## config.mk

```make
export PLATFORM = sky130hd
export DESIGN_NAME = binary_stl_triangle_parser
export DESIGN_NICKNAME = d
export VERILOG_FILES = /design/src/hw/rtl/stlp_pkg.sv /design/src/hw/rtl/stlp_front.sv /design/src/hw/rtl/stlp_queue.sv /design/src/hw/rtl/stlp_back.sv /design/src/hw/rtl/binary_stl_triangle_parser.sv
export SDC_FILE = /design/constraint.sdc
export NUM_CORES = 2
export LEC_CHECK = 0
export CORE_MARGIN = 2
export CORE_UTILIZATION = 50
export CTS_CLUSTER_DIAMETER = 50
export DETAILED_ROUTE_END_ITERATION = 8
export DONT_BUFFER_PORTS = 1
export MAX_ROUTING_LAYER = met4
export PLACE_DENSITY_LB_ADDON = 0.2
export SLEW_MARGIN = 25
export SYNTH_ARGS = -nofsm -noshare
export SYNTH_HDL_FRONTEND = slang
export SYNTH_SLANG_ARGS = --single-unit
```

## constraint.sdc

```tcl
create_clock -name clk -period 44.3 [get_ports clk]
set_input_delay 0 -clock clk [delete_from_list [all_inputs] [get_ports clk]]
set_output_delay 0 -clock clk [all_outputs]
set_load 0.02 [all_outputs]
```

## src/hw/rtl/stlp_pkg.sv

```systemverilog
// Shared types and constants for the binary mesh triangle parser.
`default_nettype none
package stlp_pkg;

  localparam int unsigned HEADER_BYTES   = 80;
  localparam int unsigned PREAMBLE_BYTES = 84;
  localparam int unsigned RECORD_BYTES   = 50;
  localparam int unsigned NORMAL_BYTES   = 12;
  localparam int unsigned VERTEX_WORDS   = 9;
  localparam int unsigned QUEUE_DEPTH    = 4;
  localparam int unsigned QUEUE_PTR_W    = $clog2(QUEUE_DEPTH);
  localparam int unsigned QUEUE_CNT_W    = $clog2(QUEUE_DEPTH + 1);

  localparam logic [2:0] KIND_TRIANGLE   = 3'd0;
  localparam logic [2:0] KIND_FILE_OK    = 3'd1;
  localparam logic [2:0] KIND_TOO_SHORT  = 3'd2;
  localparam logic [2:0] KIND_ZERO_COUNT = 3'd3;
  localparam logic [2:0] KIND_SIZE_ERR   = 3'd4;
  localparam logic [2:0] KIND_NON_FINITE = 3'd5;

  typedef struct packed {
    logic [7:0] byte_value;
    logic       end_of_file;
  } byte_item_t;

  typedef struct packed {
    logic [2:0]  kind;
    logic [31:0] vertex0_x;
    logic [31:0] vertex0_y;
    logic [31:0] vertex0_z;
    logic [31:0] vertex1_x;
    logic [31:0] vertex1_y;
    logic [31:0] vertex1_z;
    logic [31:0] vertex2_x;
    logic [31:0] vertex2_y;
    logic [31:0] vertex2_z;
    logic        last_of_run;
  } result_item_t;

  // One byte's worth of results: a first kind and an optional second one.
  typedef struct packed {
    logic [2:0]                     kind_first;
    logic                           has_second;
    logic [2:0]                     kind_second;
    logic [VERTEX_WORDS-1:0][31:0]  words;
  } event_t;

endpackage
`default_nettype wire

```

## src/hw/rtl/stlp_front.sv

```systemverilog
// Byte parser: tracks header, count and record position, assembles vertex words.
`default_nettype none
module stlp_front (
  input  wire                  clk,
  input  wire                  rst,
  input  wire                  accept,
  input  stlp_pkg::byte_item_t byte_item,
  output logic                 ev_valid,
  output stlp_pkg::event_t     ev
);
  import stlp_pkg::*;

  logic [6:0]  header_position, header_position_next;
  logic [31:0] triangle_count, triangle_count_next;
  logic [31:0] triangles_left, triangles_left_next;
  logic [5:0]  record_offset, record_offset_next;
  logic [31:0] vertex_words [VERTEX_WORDS];
  logic [31:0] vertex_words_next [VERTEX_WORDS];
  logic        non_finite_seen, non_finite_seen_next;
  logic        stream_finished, stream_finished_next;

  logic [6:0]  pos_inc;
  logic [5:0]  rel;
  logic [3:0]  word_sel;
  logic [1:0]  lane;
  logic        in_vertex;
  logic [7:0]  exponent;
  logic [31:0] left_dec;
  logic        nf_new;
  logic        clear_all;
  logic [7:0]  b;
  logic        eof;

  assign b        = byte_item.byte_value;
  assign eof      = byte_item.end_of_file;
  assign pos_inc  = header_position + 7'd1;
  assign rel      = record_offset - 6'(NORMAL_BYTES);
  assign word_sel = rel[5:2];
  assign lane     = rel[1:0];
  assign in_vertex = (record_offset >= 6'(NORMAL_BYTES)) &&
                     (record_offset < 6'(NORMAL_BYTES + 4 * VERTEX_WORDS));
  assign left_dec = triangles_left - 32'd1;

  always_comb begin
    header_position_next = header_position;
    triangle_count_next  = triangle_count;
    triangles_left_next  = triangles_left;
    record_offset_next   = record_offset;
    non_finite_seen_next = non_finite_seen;
    stream_finished_next = stream_finished;
    for (int i = 0; i < VERTEX_WORDS; i++) vertex_words_next[i] = vertex_words[i];
    ev_valid  = 1'b0;
    ev        = '0;
    clear_all = 1'b0;
    exponent  = '0;
    nf_new    = non_finite_seen;
    for (int i = 0; i < VERTEX_WORDS; i++) ev.words[i] = vertex_words[i];

    if (stream_finished) begin
      clear_all = eof;
    end else if (header_position < 7'(PREAMBLE_BYTES)) begin
      if (header_position >= 7'(HEADER_BYTES)) begin
        if (header_position == 7'(HEADER_BYTES)) triangle_count_next = '0;
        triangle_count_next[{header_position[1:0], 3'b000} +: 8] = b;
      end
      header_position_next = pos_inc;
      if (pos_inc == 7'(PREAMBLE_BYTES)) begin
        triangles_left_next = triangle_count_next;
        record_offset_next  = '0;
      end
      if (eof) begin
        ev_valid  = 1'b1;
        clear_all = 1'b1;
        if (pos_inc < 7'(PREAMBLE_BYTES)) ev.kind_first = KIND_TOO_SHORT;
        else if (triangle_count_next == '0) ev.kind_first = KIND_ZERO_COUNT;
        else ev.kind_first = KIND_SIZE_ERR;
      end else if (pos_inc == 7'(PREAMBLE_BYTES) && triangle_count_next == '0) begin
        ev_valid             = 1'b1;
        ev.kind_first        = KIND_ZERO_COUNT;
        stream_finished_next = 1'b1;
      end
    end else if (triangles_left == '0) begin
      ev_valid      = 1'b1;
      ev.kind_first = KIND_SIZE_ERR;
      if (eof) clear_all = 1'b1;
      else stream_finished_next = 1'b1;
    end else begin
      if (record_offset == '0) nf_new = 1'b0;
      if (in_vertex) begin
        for (int i = 0; i < VERTEX_WORDS; i++) begin
          if (word_sel == 4'(i)) vertex_words_next[i][{lane, 3'b000} +: 8] = b;
        end
        exponent = {b[6:0], vertex_words[word_sel][23]};
        if (lane == 2'd3 && exponent == 8'hFF) nf_new = 1'b1;
      end
      non_finite_seen_next = nf_new;
      if (record_offset >= 6'(RECORD_BYTES - 1)) begin
        record_offset_next  = '0;
        triangles_left_next = left_dec;
        ev_valid            = 1'b1;
        if (nf_new) begin
          ev.kind_first = KIND_NON_FINITE;
          if (eof) clear_all = 1'b1;
          else stream_finished_next = 1'b1;
        end else begin
          ev.kind_first = KIND_TRIANGLE;
          if (eof) begin
            ev.has_second  = 1'b1;
            ev.kind_second = (left_dec == '0) ? KIND_FILE_OK : KIND_SIZE_ERR;
            clear_all      = 1'b1;
          end
        end
      end else begin
        record_offset_next = record_offset + 6'd1;
        if (eof) begin
          ev_valid      = 1'b1;
          ev.kind_first = KIND_SIZE_ERR;
          clear_all     = 1'b1;
        end
      end
    end

    // End of file: drop back to the start of a new file.
    if (clear_all) begin
      header_position_next = '0;
      triangle_count_next  = '0;
      triangles_left_next  = '0;
      record_offset_next   = '0;
      non_finite_seen_next = 1'b0;
      stream_finished_next = 1'b0;
    end
  end

  always_ff @(posedge clk) begin
    if (rst) begin
      header_position <= '0;
      triangle_count  <= '0;
      triangles_left  <= '0;
      record_offset   <= '0;
      non_finite_seen <= 1'b0;
      stream_finished <= 1'b0;
    end else if (accept) begin
      header_position <= header_position_next;
      triangle_count  <= triangle_count_next;
      triangles_left  <= triangles_left_next;
      record_offset   <= record_offset_next;
      non_finite_seen <= non_finite_seen_next;
      stream_finished <= stream_finished_next;
    end
  end

  always_ff @(posedge clk) begin
    if (accept) begin
      for (int i = 0; i < VERTEX_WORDS; i++) vertex_words[i] <= vertex_words_next[i];
    end
  end

endmodule
`default_nettype wire

```

## src/hw/rtl/stlp_queue.sv

```systemverilog
// Short event queue between the byte parser and the result stage.
`default_nettype none
module stlp_queue (
  input  wire                    clk,
  input  wire                    rst,
  input  wire                    wr_en,
  input  stlp_pkg::event_t       wr_data,
  output logic                   full,
  input  wire                    rd_en,
  output stlp_pkg::event_t       rd_data,
  output logic                   empty
);
  import stlp_pkg::*;

  event_t                 slots [QUEUE_DEPTH];
  logic [QUEUE_PTR_W-1:0] wr_ptr;
  logic [QUEUE_PTR_W-1:0] rd_ptr;
  logic [QUEUE_CNT_W-1:0] count;
  logic                   do_wr;
  logic                   do_rd;

  assign full    = (count == QUEUE_CNT_W'(QUEUE_DEPTH));
  assign empty   = (count == '0);
  assign do_wr   = wr_en && !full;
  assign do_rd   = rd_en && !empty;
  assign rd_data = slots[rd_ptr];

  always_ff @(posedge clk) begin
    if (rst) begin
      wr_ptr <= '0;
      rd_ptr <= '0;
      count  <= '0;
    end else begin
      if (do_wr) wr_ptr <= wr_ptr + QUEUE_PTR_W'(1);
      if (do_rd) rd_ptr <= rd_ptr + QUEUE_PTR_W'(1);
      if (do_wr && !do_rd) count <= count + QUEUE_CNT_W'(1);
      else if (do_rd && !do_wr) count <= count - QUEUE_CNT_W'(1);
    end
  end

  always_ff @(posedge clk) begin
    if (do_wr) slots[wr_ptr] <= wr_data;
  end

endmodule
`default_nettype wire

```

## src/hw/rtl/stlp_back.sv

```systemverilog
// Result stage: expands queued events into single results in an output register.
`default_nettype none
module stlp_back (
  input  wire                      clk,
  input  wire                      rst,
  input  stlp_pkg::event_t         head,
  input  wire                      head_empty,
  output logic                     head_pop,
  input  wire                      pop,
  output logic                     empty,
  output stlp_pkg::result_item_t   result
);
  import stlp_pkg::*;

  logic         out_valid;
  logic         second_phase;
  logic         load;
  logic         take_second;
  logic         split;
  logic [2:0]   kind_sel;
  result_item_t staged;

  assign load        = !out_valid || pop;
  assign split       = head.has_second && !second_phase;
  assign take_second = head.has_second && second_phase;
  assign head_pop    = load && !head_empty && !split;
  assign empty       = !out_valid;
  assign kind_sel    = take_second ? head.kind_second : head.kind_first;

  always_comb begin
    staged             = '0;
    staged.kind        = kind_sel;
    staged.last_of_run = !split;
    // Zero the vertices on anything but a triangle.
    if (kind_sel == KIND_TRIANGLE) begin
      staged.vertex0_x = head.words[0];
      staged.vertex0_y = head.words[1];
      staged.vertex0_z = head.words[2];
      staged.vertex1_x = head.words[3];
      staged.vertex1_y = head.words[4];
      staged.vertex1_z = head.words[5];
      staged.vertex2_x = head.words[6];
      staged.vertex2_y = head.words[7];
      staged.vertex2_z = head.words[8];
    end
  end

  always_ff @(posedge clk) begin
    if (rst) begin
      out_valid    <= 1'b0;
      second_phase <= 1'b0;
    end else if (load) begin
      out_valid <= !head_empty;
      if (!head_empty) second_phase <= split;
    end
  end

  always_ff @(posedge clk) begin
    if (load && !head_empty) result <= staged;
  end

endmodule
`default_nettype wire

```

## src/hw/rtl/binary_stl_triangle_parser.sv

```systemverilog
// Top level of the streaming binary mesh triangle parser.
// Throughput: one byte per cycle; input stalls only while the event queue holds four events.
// An end-of-file byte with two results gives them on the output one after the other.
// A byte's first result is written into the event queue at its byte's transfer, then into the output register.
// A four-entry event queue decouples the byte parser from the output register.
// Reset (rst, synchronous) clears parser position, counts and flags, and empties queue and output register.
`default_nettype none
module binary_stl_triangle_parser (
  input  wire                      clk,
  input  wire                      rst,
  input  wire                      push,
  output logic                     full,
  input  stlp_pkg::byte_item_t     byte_item,
  input  wire                      pop,
  output logic                     empty,
  output stlp_pkg::result_item_t   result
);
  import stlp_pkg::*;

  logic   accept;
  logic   ev_valid;
  event_t ev;
  event_t head;
  logic   head_empty;
  logic   head_pop;

  assign accept = push && !full;

  stlp_front u_front (
    .clk       (clk),
    .rst       (rst),
    .accept    (accept),
    .byte_item (byte_item),
    .ev_valid  (ev_valid),
    .ev        (ev)
  );

  stlp_queue u_queue (
    .clk     (clk),
    .rst     (rst),
    .wr_en   (accept && ev_valid),
    .wr_data (ev),
    .full    (full),
    .rd_en   (head_pop),
    .rd_data (head),
    .empty   (head_empty)
  );

  stlp_back u_back (
    .clk        (clk),
    .rst        (rst),
    .head       (head),
    .head_empty (head_empty),
    .head_pop   (head_pop),
    .pop        (pop),
    .empty      (empty),
    .result     (result)
  );

endmodule
`default_nettype wire
```

==> results_dict.tcl <==
set metrics [dict create \
    ant_nets 0 \
    cts-buffers-inserted 191 \
    port_buffers 0 \
    die_w_um 372.7 \
    synth_most_common_cell "edfxtp_1" \
    post_cts_resize_count 0 \
    fmax_mhz 145.1 \
    die_area_um2 138900 \
    viasPerCell 5.831 \
    finalCriticalPeriod_ps 6894 \
    wl_um 151700 \
    fin_skew_ps 33.85 \
    h-tree-depth 4 \
    fill_cells 9789 \
    cts_root_buf "clkbuf_16" \
    core_um2 135100 \
    grt_setup_unrepaired "false" \
    cts_tree "yes" \
    dpl.hpwl_um 91710 \
    numClockSinks 1846 \
    dpl.cell_count 4950 \
    cap_violations 0 \
    tightest_slew_ps 1252 \
    crit_type "flip-flop to flip-flop" \
    grt_start_max_net_pins 158 \
    grtUsageTotal_pct 22.56 \
    leakage_nw 23.23 \
    placedInstanceArea_um2 69980 \
    arrival_ps 7300 \
    cp_max_fo 61 \
    final_area_um2 76570 \
    slew_violations 0 \
    gp_congestion 0.8935 \
    setup_viol 0 \
    r2r_slack_ps 37410 \
    synth_area_leaders "edfxtp_1 78%, mux4_2 9.8%, nor2b_1 2.7%" \
    ys_warn_count 0 \
    ys.flop_type "edfxtp_1" \
    drt_pass1_iterations 6 \
    drive_above_1_share_pct 18.54 \
    path_clk_slew_ps 60 \
    synth_largest_area_cell "edfxtp_1" \
    synth_edf_count 1756 \
    critPathCaptureType "flip-flop" \
    critPathLaunchType "flip-flop" \
    grt_remaining_overflow 0 \
    min_path_type "input port to flip-flop" \
    area_growth_pct 12.66 \
    clk_path_buf_depth 3 \
    status "finished, final reports clean" \
    clk_latency_ps 810 \
    io-pin-count 307 \
    fp.dieH_um 372.7 \
    peakVddDrop_mv 0.07669 \
    critPathRequiredTime_ps 44710 \
    synth_top_area_share_pct 77.58 \
    start_util_pct 50.30 \
    synthesis.area_um2 67970 \
    period_share_pct 15.56 \
    synth.avg_cell_area_um2 20.64 \
    num-nets-final 3420 \
    power.density_nw_per_um2 59.75 \
    slew_headroom_pct 16.56 \
    final-hold-violation-count 0 \
    synthArstFlopShare_pct 0 \
    grt_pass1_wl_um 221100 \
    yosys.cell_types.count 70 \
    synth_common_cells "1,756 x edfxtp_1, 296 x mux4_2, 289 x nor2b_1" \
    num_rows 135 \
    synth.net_count 3331 \
    ys_seq_elements 1846 \
    postCtsSetupBuffers 0 \
    antenna_found_initial 27 \
    stdcell_count 5337 \
    setup_tns_ps 0 \
    vias 31120 \
    synth_seq_area_share_pct 80.23 \
    route.detailed.drc 0 \
    dr.first_iter.drc_count 3022 \
    grt_pass1_vias 31770 \
    wl_per_cell_um 28.43 \
    synthCells 3293 \
]
[cells by family after synthesis]
logic type,share of synthesized area (%)
compound gates,2.467
xor+xnor,0.2964
fa+ha+maj,0.4712
buf+inv,1.123
flops,80.23
mux,9.924
simple gates,5.491
[flip-flops by register name, summed over array words and instances, names as in the netlist, named ones only]
name                     flops
u_queue.slots             1176
u_back.result              292
u_front.vertex_words       288
u_front.triangle_count      32
u_front.triangles_left      32
u_front.header_position      7
u_front.record_offset        6
u_queue.count                3
u_queue.rd_ptr               2
u_queue.wr_ptr               2
u_back.out_valid             1
u_back.second_phase          1
u_front.non_finite_seen      1
u_front.stream_finished      1
[power breakdown]
part / leakage (nW) / internal, mW / switching (mW) / total [mW]
logic: 3.88 / 0.221 / 0.352 / 0.572
clock network: 3.06 / 0.924 / 0.661 / 1.59
registers: 16.3 / 2.15 / 0.264 / 2.42
total: 23.2 / 3.30 / 1.28 / 4.57
[through the flow]
stage | power (mW) | worst slack, ps | utilization, % | hold slack [ps]
2_1_floorplan | 2.927 | 27320 | - | 177.7
3_3_place_gp | 3.027 | 37510 | 51.76 | 79.55
3_5_place_dp | 3.042 | 37390 | 51.78 | 81.84
4_1_cts | 4.629 | 37440 | 56.57 | 57.14
5_1_grt | 4.743 | 37080 | 56.66 | 164.8
6_report | 4.575 | 37410 | 56.67 | 173.6
[layout by cell type (no fill, tap or decap), types with 14 or more instances in the layout]
master         count
nor2b_1          289
edfxtp_1        1756
o21ai_0           39
clkbuf_1          47
inv_1             32
nand2_1           43
clkinv_2          29
clkinv_1          26
bufinv_16         18
a21oi_1           62
mux4_2           296
ha_1              24
dlygate4sd3_1     16
nand3_1           19
nor2_1           107
inv_6             14
a22oi_1           34
a22o_1            18
dfxtp_1           88
and2_1            65
nor3_1            44
buf_4             32
clkbuf_16        196
[critical path, stage by stage (launching register included)]
cell and delay (ps):
dfxtp_1 530, inv_1 200, ha_1 400, and4b_1 270
nor3b_1 250, a22o_1 290, a2111oi_1 420, nand4_1 260
or4_4 640, a2111oi_4 550, and2_4 820, buf_4 900
buf_4 830
[worst paths after layout]
kind                                                  from                      end  cells past startpoint
worst min register to register  u_front.vertex_words[5][3]    u_queue.slots[2][163]                      0
worst min-delay path                          byte_item[3]  u_front.stream_finished                      7
worst max-delay path            u_front.header_position[0]    u_queue.slots[2][235]                     12
worst max register to register  u_front.header_position[0]    u_queue.slots[2][235]                     12
[metal layers]
| layer | routed length [µm] | global-route usage [%] | vias to the layer above |
|---|---|---|---|
| met5 | 0 | - | - |
| met4 | 3246 | 5.998 | 0 |
| met3 | 9805 | 4.774 | 211 |
| met2 | 76210 | 36.19 | 1054 |
| met1 | 62460 | 29.64 | 16460 |
| li1 | - | - | 13400 |
[cell type report]
type,count,area (µm²),area share [%]
clock inverters,112,1200,1.567
repair buffers,62,658.1,0.8595
inverters,32,120.1,0.1569
diodes,12,30.03,0.03922
flip-flops and latches,1846,54540,71.23
well taps,1781,2228,2.910
multi-input cells,1249,12720,16.61
clock buffers,243,5081,6.636
[timing repair]
action,in CTS,in global routing
endpoints found under the setup margin,0,0
hold buffers,17,0
hold endpoints to repair,396,0
Power figures use the tool's default switching activity.
